[src/hw/rtl/sbrcu_pkg.sv]
package sbrcu_pkg;

  // Field widths of one command word and one response word.
  localparam int unsigned OP_W   = 3;
  localparam int unsigned ADDR_W = 5;
  localparam int unsigned DATA_W = 8;

  // Default sizes, handed to the top level as parameter defaults.
  localparam int unsigned BUF_DEPTH_DEF = 8192;
  localparam int unsigned NUM_BANKS_DEF = 4;

  // Registers per bank and the 16-bit buffer pointer formed by two of them.
  localparam int unsigned BANK_REGS = 32;
  localparam int unsigned PTR_W     = 16;

  // Depth of the command queue between front and back.
  localparam int unsigned QUEUE_DEPTH = 2;
  localparam int unsigned QPTR_W      = (QUEUE_DEPTH > 1) ? $clog2(QUEUE_DEPTH) : 1;

  // Command opcodes as they arrive on the link.
  typedef enum logic [OP_W-1:0] {
    OP_REG_RD  = 3'd0,
    OP_REG_WR  = 3'd1,
    OP_BIT_SET = 3'd2,
    OP_BIT_CLR = 3'd3,
    OP_BUF_RD  = 3'd4,
    OP_BUF_WR  = 3'd5,
    OP_SYS_RST = 3'd6
  } op_e;

  // Classified command, as the back end sees it.
  typedef enum logic [2:0] {
    K_REG_READ,
    K_REG_WRITE,
    K_BIT_SET,
    K_BIT_CLR,
    K_BUF_READ,
    K_BUF_WRITE,
    K_SYS_RESET,
    K_NOP
  } cmd_kind_e;

  // Register addresses with a fixed role.
  localparam logic [ADDR_W-1:0] ADDR_RD_LO    = 5'h00;
  localparam logic [ADDR_W-1:0] ADDR_RD_HI    = 5'h01;
  localparam logic [ADDR_W-1:0] ADDR_WR_LO    = 5'h02;
  localparam logic [ADDR_W-1:0] ADDR_WR_HI    = 5'h03;
  localparam logic [ADDR_W-1:0] PTR_SLOTS     = 5'h04;
  localparam logic [ADDR_W-1:0] COMMON_FIRST  = 5'h1b;
  localparam logic [ADDR_W-1:0] ADDR_IRQ_EN   = 5'h1b;
  localparam logic [ADDR_W-1:0] ADDR_IRQ_FLAG = 5'h1c;
  localparam logic [ADDR_W-1:0] ADDR_STATUS   = 5'h1d;
  localparam logic [ADDR_W-1:0] ADDR_CTRL2    = 5'h1e;
  localparam logic [ADDR_W-1:0] ADDR_CTRL1    = 5'h1f;

  localparam logic [DATA_W-1:0] READY_BIT    = 8'h01;
  localparam int unsigned       AUTO_INC_POS = 7;

  typedef struct packed {
    cmd_kind_e         kind;
    logic [ADDR_W-1:0] reg_addr;
    logic [DATA_W-1:0] data;
    logic              common;    // address is one of the bank-independent registers
    logic              ptr_slot;  // address is a pointer register slot in bank 0
  } cmd_t;

endpackage

[src/hw/rtl/sbrcu_queue.sv]
module sbrcu_queue import sbrcu_pkg::*; (
  input  logic clk_i,
  input  logic rst_ni,
  input  logic push_i,
  input  cmd_t cmd_i,
  output logic full_o,
  input  logic pop_i,
  output logic vld_o,
  output cmd_t cmd_o
);

  cmd_t              slot_q [QUEUE_DEPTH];
  logic [QPTR_W-1:0] wr_ptr_q, rd_ptr_q;
  logic [QPTR_W:0]   cnt_q;

  function automatic logic [QPTR_W-1:0] next_ptr(input logic [QPTR_W-1:0] p);
    next_ptr = (p == QPTR_W'(QUEUE_DEPTH - 1)) ? '0 : p + QPTR_W'(1);
  endfunction

  always_ff @(posedge clk_i or negedge rst_ni) begin
    if (!rst_ni) begin
      wr_ptr_q <= '0;
      rd_ptr_q <= '0;
      cnt_q    <= '0;
    end else begin
      if (push_i) begin
        wr_ptr_q <= next_ptr(wr_ptr_q);
      end
      if (pop_i) begin
        rd_ptr_q <= next_ptr(rd_ptr_q);
      end
      if (push_i && !pop_i) begin
        cnt_q <= cnt_q + (QPTR_W + 1)'(1);
      end else if (pop_i && !push_i) begin
        cnt_q <= cnt_q - (QPTR_W + 1)'(1);
      end
    end
  end

  always_ff @(posedge clk_i) begin
    if (push_i) begin
      slot_q[wr_ptr_q] <= cmd_i;
    end
  end

  assign full_o = (cnt_q == (QPTR_W + 1)'(QUEUE_DEPTH));
  assign vld_o  = (cnt_q != '0);
  assign cmd_o  = slot_q[rd_ptr_q];

endmodule

[config.mk]
export PLATFORM = sky130hd
export DESIGN_NAME = sbrcu_queue
export DESIGN_NICKNAME = d
export VERILOG_FILES = /design/src/hw/rtl/sbrcu_pkg.sv /design/src/hw/rtl/sbrcu_queue.sv
export SDC_FILE = /design/constraint.sdc
export NUM_CORES = 1
export LEC_CHECK = 0
export BUFFER_PORTS_ARGS = -buffer_cell sky130_fd_sc_hd__clkbuf_2
export CAP_MARGIN = 25
export CORE_AREA = 2 2 66 68
export CTS_CLUSTER_SIZE = 10
export DETAILED_ROUTE_END_ITERATION = 8
export DIE_AREA = 0 0 68 70
export HOLD_SLACK_MARGIN = 0.03
export PLACE_DENSITY_LB_ADDON = 0.12
export SETUP_SLACK_MARGIN = 0.15
export SYNTH_ARGS = -nofsm -noshare
export SYNTH_HDL_FRONTEND = slang
export SYNTH_SLANG_ARGS = --single-unit
[constraint.sdc]
create_clock -name clk_i -period 4.47 [get_ports clk_i]
set_input_delay 0.2235 -clock clk_i [delete_from_list [all_inputs] [get_ports clk_i]]
set_output_delay 0.2235 -clock clk_i [all_outputs]
set_load 0.1 [all_outputs]
==> flow_metrics.env <==
export IMPL_status="completed"
export IMPL_clock_fmax_mhz=436
export IMPL_cp_start_kind="flop"
export IMPL_slew_headroom_pct=36.2
export IMPL_synth_area_per_cell_sq_um=21.4
export IMPL_min_path_type="input pin to flop"
export IMPL_detail_route_iter0_violations=35
export IMPL_insertion_delay_ns=0.29
export IMPL_fillCellCount=365
export IMPL_synth_top_area_share_pct=70.3
export IMPL_die_w_um=68
export IMPL_htreeDepth=2
export IMPL_dp_slack_ns=2.46
export IMPL_io_pins=42
export IMPL_post_cts_buffers=0
export IMPL_numCtsBuffers=5
export IMPL_fin_ws_ns=2.18
export IMPL_r2r_start="wr_ptr_q$_DFFE_PN0P_"
export IMPL_synth_area_sq_mm=0.00154
export IMPL_yosysSeqAreaShare_pct=76.8
export IMPL_worst_slew_pin_slew_ns=0.957
export IMPL_worstPathArrival_ns=2.07
export IMPL_drt_drc_violations_left=0
export IMPL_track_usage_pct=10.7
export IMPL_cts_buffer_depth=2
export IMPL_register_area_sq_mm=0.00118
export IMPL_start_util_pct=37.1
export IMPL_ys_ff_latch=40
export IMPL_setup_violations=0
export IMPL_coreArea_sq_mm=0.00414
export IMPL_n_antenna_cell=0
export IMPL_synth_flop_cell="edfxtp_1"
export IMPL_synth_async_reset_ratio_pct=10.0
export IMPL_gp_congestion=0.633
export IMPL_firstDrtPassIters=3
export IMPL_clk_pin_slew_ns=0.07
export IMPL_end_kind="primary output"
export IMPL_yosys_top_cells_count="edfxtp_1, mux2_2, mux2_4, dfrtp_1, xor2_1"
export IMPL_hold_viol=0
export IMPL_cpPeakStageDelay_ns=0.97
export IMPL_min_from="cmd_i[15]"
export IMPL_crit_start="rd_ptr_q$_DFFE_PN0P_"
export IMPL_dieArea_sq_mm=0.00476
export IMPL_final_layout_size_suffix_gt1_share_pct=57.5
export IMPL_yosys_area_top_type="edfxtp_1"
export IMPL_cts_root_buf="clkbuf_8"
export IMPL_synth_area_leaders="edfxtp_1, mux2_4, mux2_2"
export IMPL_ys_warn_count=0
export IMPL_synth_edf_count=36
export IMPL_viasPerCell=4.38
export IMPL_slowest_stage="dfrtp_1"
export IMPL_critical_path_top_delay_family="flip-flops"
export IMPL_period_minus_slack_ns=2.29
export IMPL_syn_to_final_growth_pct=23.6
export IMPL_fp_dieH_um=70
export IMPL_grt_max_degree=20
export IMPL_finalCoreUtilization_pct=45.9
export IMPL_syn_inst=72
export IMPL_ant_nets=0
export IMPL_final_nets=142
export IMPL_grt_overflow=0
export IMPL_crit_path_cell_trace="mux2_2 -> clkbuf_2"
export IMPL_crit_type="flop to primary output"
export IMPL_cap_violations=0
export IMPL_antenna_found_initial=0
export IMPL_first_global_vias=803
export IMPL_synth_cell_types=14
export IMPL_worst_path_max_fanout=19
export IMPL_fin_skew_ns=0.00364
export IMPL_multi_input_area_sq_um=324
export IMPL_cts_tree="yes"
export IMPL_cp_required_ns=4.25
export IMPL_io_buffers=41
export IMPL_cts_sinks=40
export IMPL_synth_most_common_cell="edfxtp_1"
export IMPL_synthesis_nets=95
export IMPL_grt_pass1_wl_mm=3.62
export IMPL_fp_row_count=24
export IMPL_slew_violations=0
export IMPL_totalWireLength_mm=2.26
export IMPL_grt_setup_unrepaired="false"
export IMPL_wl_per_cell_um=13.1
export IMPL_period_share_pct=51.3
export IMPL_tns_ns=0
export IMPL_num_vias=753
export IMPL_crit_buf_inv=1
[routing by layer]
layer	GRT usage, %	part of all wire, %	routed length, um	vias to the layer above
li1	-	-	-	362
met1	11.8	39	889	356
met2	17.5	51	1160	29
met3	4.67	7.2	163	6
met4	4.67	1.9	42	0
met5	0	0	0	-
[layout by cell type (no fill, tap or decap)]
cell type | Yosys | final
clkbuf_8 | 0 | 5
xnor2_1 | 1 | 1
bufinv_16 | 0 | 1
ha_1 | 1 | 1
or2_2 | 1 | 1
mux2_4 | 9 | 9
xor2_1 | 4 | 4
nor2b_1 | 2 | 1
clkbuf_2 | 0 | 41
dlygate4sd3_1 | 0 | 1
nor2b_2 | 0 | 1
clkinv_2 | 0 | 1
mux2_2 | 9 | 9
and2_1 | 1 | 1
clkinvlp_4 | 0 | 1
inv_1 | 1 | 1
dfrtp_1 | 4 | 4
nor2_1 | 1 | 1
edfxtp_1 | 36 | 36
[kinds of logic (layout without fill, tap and decap cells)]
group	after synthesis	count (layout)	synth area share [%]
DFF	40	40	76.8
and+or+nand+nor	5	5	1.87
buffers and inverters	3	51	2.28
adders and majority gates	1	1	0.814
muxes	18	18	15.4
xor gates and xnor gates	5	5	2.85
[registers in the layout, indices dropped and copies added (netlist names)]
| register | flops |
|---|---|
| cnt_q | 2 |
| rd_ptr_q | 1 |
| slot_q | 36 |
| wr_ptr_q | 1 |
[stage by stage]
step                      hold slack (ns)  instance area (sq um)  std cells
after CTS                           0.110                   1900        172
after detailed placement           0.0312                   1780        163
after global placement             0.0322                   1780        163
after global routing                0.109                   1900        172
after floorplan                   -0.0721                   1540         72
final                               0.121                   1900        172
[worst paths after layout]
| path | to | slack, ns | depth (start not counted) |
|---|---|---|---|
| worst max-delay path | cmd_o[5] | 2.18 | 2 |
| max in group asynchronous | cnt_q[1]$_DFFE_PN0P_ | 4.09 | 2 |
| worst max register to register | slot_q[0][4]$_DFFE_PP_ | 2.92 | 1 |
| min in group asynchronous | cnt_q[0]$_DFFE_PN0P_ | 0.26 | 2 |
| worst min register to register | cnt_q[1]$_DFFE_PN0P_ | 0.50 | 1 |
| worst min-delay path | slot_q[0][15]$_DFFE_PP_ | 0.12 | 1 |
[what timing repair did]
item                                   CTS  global route
endpoints found under the hold margin    4             0
hold buffers                             1             0
gates resized for setup                  0             0
[layout make-up]
class / instances / area share [%]
inverters: 1 / 0.197
repair buffers: 42 / 11.3
flip-flops and latches: 40 / 62.1
clock buffers: 5 / 3.62
clock inverters: 3 / 2.24
well taps: 52 / 3.42
multi-input cells: 29 / 17.1
Power is not shown: default switching activity piles up to over one toggle a cycle in this logic, so the estimate is an artifact.
